==> src/hdl/assert_macros.svh <==
// ----------------------------------------------------------------------------
// assertion macros
// shared concurrent assertion helpers for the frame parser
// ----------------------------------------------------------------------------
`ifndef ASSERT_MACROS_SVH
`define ASSERT_MACROS_SVH

// property checked on every rising clock edge outside reset
`define LFP_ASSERT(name, clk, rst_n, prop, msg) \
  name: assert property (@(posedge clk) disable iff (!rst_n) prop) else $error(msg);

// same-cycle implication
`define LFP_ASSERT_IMPL(name, clk, rst_n, ante, cons, msg) \
  `LFP_ASSERT(name, clk, rst_n, (ante) |-> (cons), msg)

`endif

==> src/hdl/lfp_pkg.sv <==
// ----------------------------------------------------------------------------
// lfp_pkg
// types, constants and crc helper for the link frame parser
// ----------------------------------------------------------------------------
`default_nettype none

package lfp_pkg;

  // result kinds
  localparam logic [1:0] KIND_PAYLOAD = 2'd0;
  localparam logic [1:0] KIND_GOOD    = 2'd1;
  localparam logic [1:0] KIND_BAD     = 2'd2;

  // configuration register indexes
  localparam int unsigned CFG_IDX_W = 2;
  localparam int unsigned CFG_DATA_W = 16;
  localparam logic [CFG_IDX_W-1:0] CFG_SYNC_FIRST  = 2'd0;
  localparam logic [CFG_IDX_W-1:0] CFG_SYNC_SECOND = 2'd1;
  localparam logic [CFG_IDX_W-1:0] CFG_MAX_LEN     = 2'd2;

  // register reset values
  localparam logic [7:0]  SYNC_FIRST_RST  = 8'hA5;
  localparam logic [7:0]  SYNC_SECOND_RST = 8'h5A;
  localparam logic [15:0] MAX_LEN_RST     = 16'd220;

  // crc-16/ccitt-false
  localparam logic [15:0] CRC_POLY = 16'h1021;
  localparam logic [15:0] CRC_INIT = 16'hFFFF;

  typedef struct packed {
    logic [7:0]  sync_first;
    logic [7:0]  sync_second;
    logic [15:0] max_len;
  } lfp_cfg_t;

  typedef struct packed {
    logic [1:0]  kind;
    logic [7:0]  data;
    logic [15:0] index;
    logic [7:0]  ftype;
    logic [15:0] flen;
  } lfp_result_t;

  // one byte through the crc, msb first
  function automatic logic [15:0] crc16_byte(input logic [15:0] crc, input logic [7:0] b);
    logic [15:0] c;
    c = crc ^ {b, 8'h00};
    for (int k = 0; k < 8; k++) begin
      if (c[15]) begin
        c = {c[14:0], 1'b0} ^ CRC_POLY;
      end else begin
        c = {c[14:0], 1'b0};
      end
    end
    return c;
  endfunction

endpackage

`default_nettype wire

==> src/hdl/lfp_parser.sv <==
// ----------------------------------------------------------------------------
// lfp_parser
// frame state machine, header capture and running crc, one byte per step
// ----------------------------------------------------------------------------
`default_nettype none

module lfp_parser
  import lfp_pkg::*;
(
  input  wire logic        clk_i,
  input  wire logic        rst_ni,
  input  wire lfp_cfg_t    cfg_i,
  input  wire logic        step_i,
  input  wire logic [7:0]  byte_i,
  output logic             res_valid_o,
  output lfp_result_t      res_o
);

  typedef enum logic [7:0] {
    ST_HUNT    = 8'b0000_0001,
    ST_SYNC2   = 8'b0000_0010,
    ST_TYPE    = 8'b0000_0100,
    ST_LEN_LO  = 8'b0000_1000,
    ST_LEN_HI  = 8'b0001_0000,
    ST_PAYLOAD = 8'b0010_0000,
    ST_CRC_LO  = 8'b0100_0000,
    ST_CRC_HI  = 8'b1000_0000
  } lfp_state_e;

  lfp_state_e  state_q, state_d;
  logic [7:0]  type_q, type_d;
  logic [15:0] len_q, len_d;
  logic [15:0] crc_q, crc_d;
  logic [7:0]  crc_lo_q, crc_lo_d;
  logic [15:0] idx_q, idx_d;

  logic [15:0] crc_upd;
  logic [15:0] idx_inc;
  logic [15:0] len_new;

  assign crc_upd = crc16_byte(crc_q, byte_i);
  assign idx_inc = idx_q + 16'd1;
  assign len_new = {byte_i, len_q[7:0]};

  // next state and result for the byte at the input
  always_comb begin
    state_d     = state_q;
    type_d      = type_q;
    len_d       = len_q;
    crc_d       = crc_q;
    crc_lo_d    = crc_lo_q;
    idx_d       = idx_q;
    res_valid_o = 1'b0;
    res_o.kind  = KIND_PAYLOAD;
    res_o.data  = 8'h00;
    res_o.index = 16'h0000;
    res_o.ftype = type_q;
    res_o.flen  = len_q;
    unique case (state_q)
      ST_HUNT: begin
        if (byte_i == cfg_i.sync_first) begin
          state_d = ST_SYNC2;
        end
      end
      ST_SYNC2: begin
        state_d = (byte_i == cfg_i.sync_second) ? ST_TYPE : ST_HUNT;
      end
      ST_TYPE: begin
        type_d  = byte_i;
        crc_d   = crc16_byte(CRC_INIT, byte_i);
        state_d = ST_LEN_LO;
      end
      ST_LEN_LO: begin
        len_d   = {8'h00, byte_i};
        crc_d   = crc_upd;
        state_d = ST_LEN_HI;
      end
      ST_LEN_HI: begin
        len_d = len_new;
        crc_d = crc_upd;
        idx_d = 16'h0000;
        priority if (len_new > cfg_i.max_len) begin
          state_d = ST_HUNT;
        end else if (len_new == 16'h0000) begin
          state_d = ST_CRC_LO;
        end else begin
          state_d = ST_PAYLOAD;
        end
      end
      ST_PAYLOAD: begin
        res_valid_o = 1'b1;
        res_o.data  = byte_i;
        res_o.index = idx_q;
        crc_d       = crc_upd;
        idx_d       = idx_inc;
        if (idx_inc == len_q) begin
          state_d = ST_CRC_LO;
        end
      end
      ST_CRC_LO: begin
        crc_lo_d = byte_i;
        state_d  = ST_CRC_HI;
      end
      ST_CRC_HI: begin
        res_valid_o = 1'b1;
        res_o.kind  = ({byte_i, crc_lo_q} == crc_q) ? KIND_GOOD : KIND_BAD;
        crc_d       = CRC_INIT;
        state_d     = ST_HUNT;
      end
      default: begin
        state_d = ST_HUNT;
      end
    endcase
  end

  // parser state, advanced only when the byte is consumed
  always_ff @(posedge clk_i or negedge rst_ni) begin
    if (!rst_ni) begin
      state_q  <= ST_HUNT;
      type_q   <= 8'h00;
      len_q    <= 16'h0000;
      crc_q    <= CRC_INIT;
      crc_lo_q <= 8'h00;
      idx_q    <= 16'h0000;
    end else if (step_i) begin
      state_q  <= state_d;
      type_q   <= type_d;
      len_q    <= len_d;
      crc_q    <= crc_d;
      crc_lo_q <= crc_lo_d;
      idx_q    <= idx_d;
    end
  end

endmodule

`default_nettype wire

==> src/hdl/link_frame_parser_crc16.sv <==
// ----------------------------------------------------------------------------
// link_frame_parser_crc16
// length-prefixed link frame parser with crc-16/ccitt-false check
// ----------------------------------------------------------------------------
// Takes one received byte per cycle and emits each payload byte with its index,
// then a good or bad verdict on the second crc byte; a word is accepted every
// cycle as long as the output side keeps up. Each byte passes an input
// register, a combinational parse and byte-wide crc update, and an output
// register. Bytes that produce no result never wait on the output side.
// Configuration is written through a plain write port; the user must write it
// only while no frame data is in flight, and the block does not enforce this.
`default_nettype none

`include "assert_macros.svh"

module link_frame_parser_crc16
  import lfp_pkg::*;
(
  input  wire logic                  clk_i,
  input  wire logic                  rst_ni,
  // configuration
  input  wire logic                  cfg_we_i,
  input  wire logic [CFG_IDX_W-1:0]  cfg_index_i,
  input  wire logic [CFG_DATA_W-1:0] cfg_wdata_i,
  // input channel
  input  wire logic                  in_valid_i,
  output logic                       in_stall_o,
  input  wire logic [7:0]            rx_byte_i,
  // output channel
  output logic                       out_valid_o,
  input  wire logic                  out_stall_i,
  output logic [1:0]                 out_kind_o,
  output logic [7:0]                 out_byte_o,
  output logic [15:0]                byte_index_o,
  output logic [7:0]                 frame_type_o,
  output logic [15:0]                frame_len_o
);

  lfp_cfg_t    cfg_q;
  logic        in_valid_q, in_valid_d;
  logic [7:0]  in_byte_q;
  logic        in_take;
  logic        out_free;
  logic        step;
  logic        res_valid;
  lfp_result_t res;
  logic        out_load;
  logic        out_valid_q, out_valid_d;
  lfp_result_t out_q;

  // configuration registers
  always_ff @(posedge clk_i or negedge rst_ni) begin
    if (!rst_ni) begin
      cfg_q.sync_first  <= SYNC_FIRST_RST;
      cfg_q.sync_second <= SYNC_SECOND_RST;
      cfg_q.max_len     <= MAX_LEN_RST;
    end else if (cfg_we_i) begin
      unique case (cfg_index_i)
        CFG_SYNC_FIRST:  cfg_q.sync_first  <= cfg_wdata_i[7:0];
        CFG_SYNC_SECOND: cfg_q.sync_second <= cfg_wdata_i[7:0];
        CFG_MAX_LEN:     cfg_q.max_len     <= cfg_wdata_i;
        default: ;
      endcase
    end
  end

  // handshake: the held word moves on unless it needs a busy output slot
  assign out_free   = !out_valid_q || !out_stall_i;
  assign step       = in_valid_q && (!res_valid || out_free);
  assign in_stall_o = in_valid_q && !step;
  assign in_take    = in_valid_i && !in_stall_o;
  assign out_load   = step && res_valid;

  // input register
  always_comb begin
    in_valid_d = in_valid_q;
    if (in_take) begin
      in_valid_d = 1'b1;
    end else if (step) begin
      in_valid_d = 1'b0;
    end
  end

  always_ff @(posedge clk_i or negedge rst_ni) begin
    if (!rst_ni) begin
      in_valid_q <= 1'b0;
    end else begin
      in_valid_q <= in_valid_d;
    end
  end

  always_ff @(posedge clk_i) begin
    if (in_take) begin
      in_byte_q <= rx_byte_i;
    end
  end

  // parser
  lfp_parser u_parser (
    .clk_i       (clk_i),
    .rst_ni      (rst_ni),
    .cfg_i       (cfg_q),
    .step_i      (step),
    .byte_i      (in_byte_q),
    .res_valid_o (res_valid),
    .res_o       (res)
  );

  // output register
  assign out_valid_d = out_load || (out_valid_q && out_stall_i);

  always_ff @(posedge clk_i or negedge rst_ni) begin
    if (!rst_ni) begin
      out_valid_q <= 1'b0;
    end else begin
      out_valid_q <= out_valid_d;
    end
  end

  always_ff @(posedge clk_i) begin
    if (out_load) begin
      out_q <= res;
    end
  end

  assign out_valid_o  = out_valid_q;
  assign out_kind_o   = out_q.kind;
  assign out_byte_o   = out_q.data;
  assign byte_index_o = out_q.index;
  assign frame_type_o = out_q.ftype;
  assign frame_len_o  = out_q.flen;

  // checks
  `LFP_ASSERT_IMPL(a_kind_legal, clk_i, rst_ni, out_valid_o, out_kind_o == KIND_PAYLOAD || out_kind_o == KIND_GOOD || out_kind_o == KIND_BAD, "illegal result kind")
  `LFP_ASSERT_IMPL(a_verdict_zero, clk_i, rst_ni, out_valid_o && out_kind_o != KIND_PAYLOAD, out_byte_o == 8'h00 && byte_index_o == 16'h0000, "verdict carries payload data")
  `LFP_ASSERT_IMPL(a_index_in_frame, clk_i, rst_ni, out_valid_o && out_kind_o == KIND_PAYLOAD, byte_index_o < frame_len_o, "payload index beyond frame length")
  `LFP_ASSERT_IMPL(a_load_when_free, clk_i, rst_ni, out_load, out_free, "result overwrites pending word")

endmodule

`default_nettype wire
==> config.mk <==
export PLATFORM = sky130hd
export DESIGN_NAME = link_frame_parser_crc16
export DESIGN_NICKNAME = d
export VERILOG_FILES = /design/src/hdl/lfp_pkg.sv /design/src/hdl/lfp_parser.sv /design/src/hdl/link_frame_parser_crc16.sv
export VERILOG_INCLUDE_DIRS = /design/src /design/src/hdl
export SDC_FILE = /design/constraint.sdc
export NUM_CORES = 1
export LEC_CHECK = 0
export BUFFER_PORTS_ARGS = -buffer_cell sky130_fd_sc_hd__buf_2
export CAP_MARGIN = 10
export CORE_ASPECT_RATIO = 2
export CORE_MARGIN = 5
export CORE_UTILIZATION = 66
export CTS_BUF_LIST = sky130_fd_sc_hd__clkbuf_4
export CTS_CLUSTER_SIZE = 12
export DETAILED_ROUTE_END_ITERATION = 10
export HOLD_SLACK_MARGIN = 0.1
export PLACE_DENSITY_LB_ADDON = 0.12
export SYNTH_ARGS = -nofsm -noshare
export SYNTH_HDL_FRONTEND = slang
export SYNTH_SLANG_ARGS = --single-unit
==> constraint.sdc <==
create_clock -name clk_i -period 7 [get_ports clk_i]
set_input_delay 1.05 -clock clk_i [delete_from_list [all_inputs] [get_ports clk_i]]
set_output_delay 1.05 -clock clk_i [all_outputs]
set_load 0.05 [all_outputs]
==> impl_results.md <==
* DR vias/cell at 6.11
* Most frequent cells in the layout: 81 x buf_2, 76 x dfrtp_1, 58 x edfxtp_1, 55 x mux2_2, 47 x o21ai_0
* Max-Cap Viols at 0
* Final WS setup at between 3000 and 4000 ps
* First-pass GRT wire length at a little under 30,000 microns
* Area share of fa/ha/maj cells after synthesis at between 2 and 3%
* Antenna violations before repair at 1
* Top cells by area, synth: dfrtp_1 23%, edfxtp_1 21%, dfstp_2 9.5%, mux2_2 7.5%, xor2_1 4.8%
* Commonest non-fill, non-tap cell in the layout: buf_2
* Fraction of layout instances using a drive strength above 1 at a little under a third
* RD Place Congestion at between 0.8 and 0.9
* RSZ-0062 raised after global routing: no
* Post-synthesis mux area share at 8.40%
* Post-synth top flop: dfrtp_1
* CORE AREA at 12,400 sq um
* Register-to-register setup slack at around 3900 ps
* DP Area at 8690 sq um
* Hold Crit Class: in2async
* Leakage at ~3.9 nW
* Skew final at just over 20 ps
* Slew HR at 35.5%
* Worst EP required at 5950 ps
* Worst setup path class: reg2out
* Total gr overflow at 0
* Worst r2r src: u_parser.state_q[1]$_DFFE_PN0P_
* Outcome: completed
* Starting Density at 66.6%
* #FFs+latches synth at between 150 and 200
* Multi-input logic area at 3550 sq um
* TritonCTS clock tree: done
* Worst reg2reg path depth at 5
* Synth area leader: dfrtp_1
* Worst reg2reg path endpoint: u_parser.crc_q[3]$_DFFE_PN1P_
* Die footprint at approximately 15,000 sq um
* Util after Layout at 72.0%
* Worst-path maximum fanout at 6
* Max Freq at 290 MHz
* Reg area at 4430 sq um
* Post-CTS repair timing setup buffer count at 0
* Async SR Flop Fraction at 64.6%
* Max IR drop VDD at 0.201 mV
* IO buf count at 82
* H-tree Lvls at 4
* Crit path time final at 3450 ps
* Largest family of logic cells by synthesized area: simple AND/OR/NAND/NOR gates
* Via count at between 5k and 6k
* Detail Route Antenna Nets at 0
* Compound-Gate Fraction of Synth Area at 10.1%
* Number of global-route vias before repair at 5,729
* Critical Path End Type: output port
* Fin area at 8940 sq um
* Syn_area_per_cell at 11.9 sq um
* Worst skew pair latency at 540 ps
* Final Setup Violations at 0
* Pre-CTS setup slack at 3880 ps
* Final worst path period share at 49.3%
* Final HPWL DP at ~13,000 microns
* CTS buffer count at 17
* EDFF count, synth at 58
* DR WL/cell at 19.2 microns
* Post-cts resize count at 0
* Post-synthesis sequential area ratio at around 54%
* Pin slew with the least headroom to its limit at 966 ps
* Max Slew Vio Count at 0
* Clock buffer depth at 2
* Synth Warn # at 0
* Fin. Hold Viols at 0
* Post-synth top area share at between 20% and 30%
* Post-Route WL at about 18,000 microns
* Post-synthesis xor/xnor area fraction at under 10%
* DRC Markers at 0
* Fillers at 874
* Die width at a little under 90 microns
* Synth Cell Area at 8270 sq um
* Worst path arrival time at around 2400 ps
* Root buffer cell: clkbuf_4
* Vert. Die Dim at about 170 microns
* GR Util All Layers at approximately 25%
* DRT iter0 DRCs at about 400
* Mapped Cells at 693
* Synthesized net count at 741
* Drt first pass iters at 7
* Startpoint types: register
* Setup_tns at 0 ps
* Unique masters post-synth at 65
* FP Rows at 58
* Total power divided by cell area at 257 nW/um^2
* Io pins at 83
* CTS Sinks at 164
* Area grow syn2layout at 8.13%
* Simple-gate portion of the synthesized area at 13.9%
* Largest net degree at the start of global routing at between 70 and 80
* Nets at 807
* # hold bufs at CTS at 0
* Clk pin slew, worst setup/hold paths at about 140 ps
[per-layer routing]
layer,global-route usage (%),vias up,part of all wire (%)
li1,-,2628,-
met1,33.3,2773,40
met2,40.9,200,51
met3,3.77,42,5.7
met4,10.8,0,3.2
met5,0,-,0
[sequential cells by signal (all words and copies together) (netlist names)]
register	count
u_parser.idx_q	16
u_parser.state_q	8
u_parser.len_q	16
u_parser.crc_q	16
out_valid_o	1
in_valid_q	1
out_kind_o	2
frame_len_o	16
u_parser.crc_lo_q	8
cfg_q	32
in_byte_q	8
frame_type_o	8
out_byte_o	8
u_parser.type_q	8
byte_index_o	16
[kinds of logic after synthesis]
group           count (synthesis)
fa+ha+maj                      17
xor+xnor                       74
buf+inv                        59
mux                            61
compound gates                130
simple gates                  188
flops                         164
[where the power goes]
part / internal (mW) / switching (mW)
registers: 1.14 / 0.120
clock network: 0.177 / 0.321
logic: 0.255 / 0.281
[worst max-delay path by stage]
stage                     slack, ps                            end                            start
after floorplan                2980  byte_index_o[0]$_SDFFCE_PN0P_                      out_stall_i
after global placement         3950  u_parser.crc_q[3]$_DFFE_PN1P_                      out_stall_i
after detailed placement       3880  u_parser.crc_q[3]$_DFFE_PN1P_                      out_stall_i
after CTS                      3510                     in_stall_o  u_parser.state_q[1]$_DFFE_PN0P_
after global routing           3330                     in_stall_o  u_parser.state_q[1]$_DFFE_PN0P_
final                          3550                     in_stall_o  u_parser.state_q[1]$_DFFE_PN0P_
[cell type report]
type,instances,area share [%]
Antenna cell,1,0.0280
Clock buffer,18,1.51
Clock inverter,14,1.26
Inverter,20,0.840
Multi-Input combinational cell,470,39.7
Sequential cell,164,49.6
Tap cell,150,2.10
Timing Repair Buffer,86,4.96
[stage by stage]
step           hold WS (ps)  power (mW)  instances
2_1_floorplan           421        1.67        693
3_5_place_dp            433        1.81        890
5_1_grt                 419        2.43        923
4_1_cts                 413        2.31        922
3_3_place_gp            430        1.78        890
6_report                433        2.29        923
[Yosys cell counts, drive strengths merged, types with 2 or more instances]
| cell | count |
|---|---|
| and4b | 3 |
| nor3b | 2 |
| a21oi | 26 |
| a22o | 8 |
| and2 | 29 |
| edfxtp | 58 |
| nand2b | 5 |
| dfstp | 30 |
| inv | 20 |
| o21ai | 49 |
| and3 | 5 |
| o22a | 2 |
| ha | 17 |
| or2 | 3 |
| o31ai | 9 |
| xor2 | 45 |
| a211o | 2 |
| o41ai | 4 |
| nand3 | 8 |
| mux2i | 3 |
| or4 | 3 |
| a211oi | 3 |
| nand3b | 4 |
| nand2 | 46 |
| xnor2 | 29 |
| a2bb2oi | 2 |
| buf | 25 |
| nor2 | 30 |
| nor3 | 5 |
| nand4b | 3 |
| a21o | 9 |
| nor4 | 19 |
| mux2 | 58 |
| clkbuf | 14 |
| a31oi | 2 |
| nand4 | 15 |
| nor2b | 5 |
| dfrtp | 76 |
| o22ai | 5 |
[worst max-delay path, cell delays in order (launching register included)]
cell     delay [ps]
dfrtp_1         420
nor4_2          480
nand3_1         360
nor2_1          180
nand2_1         120
inv_1            70
buf_2           250
No activity file was read; power rests on OpenSTA's default activity.
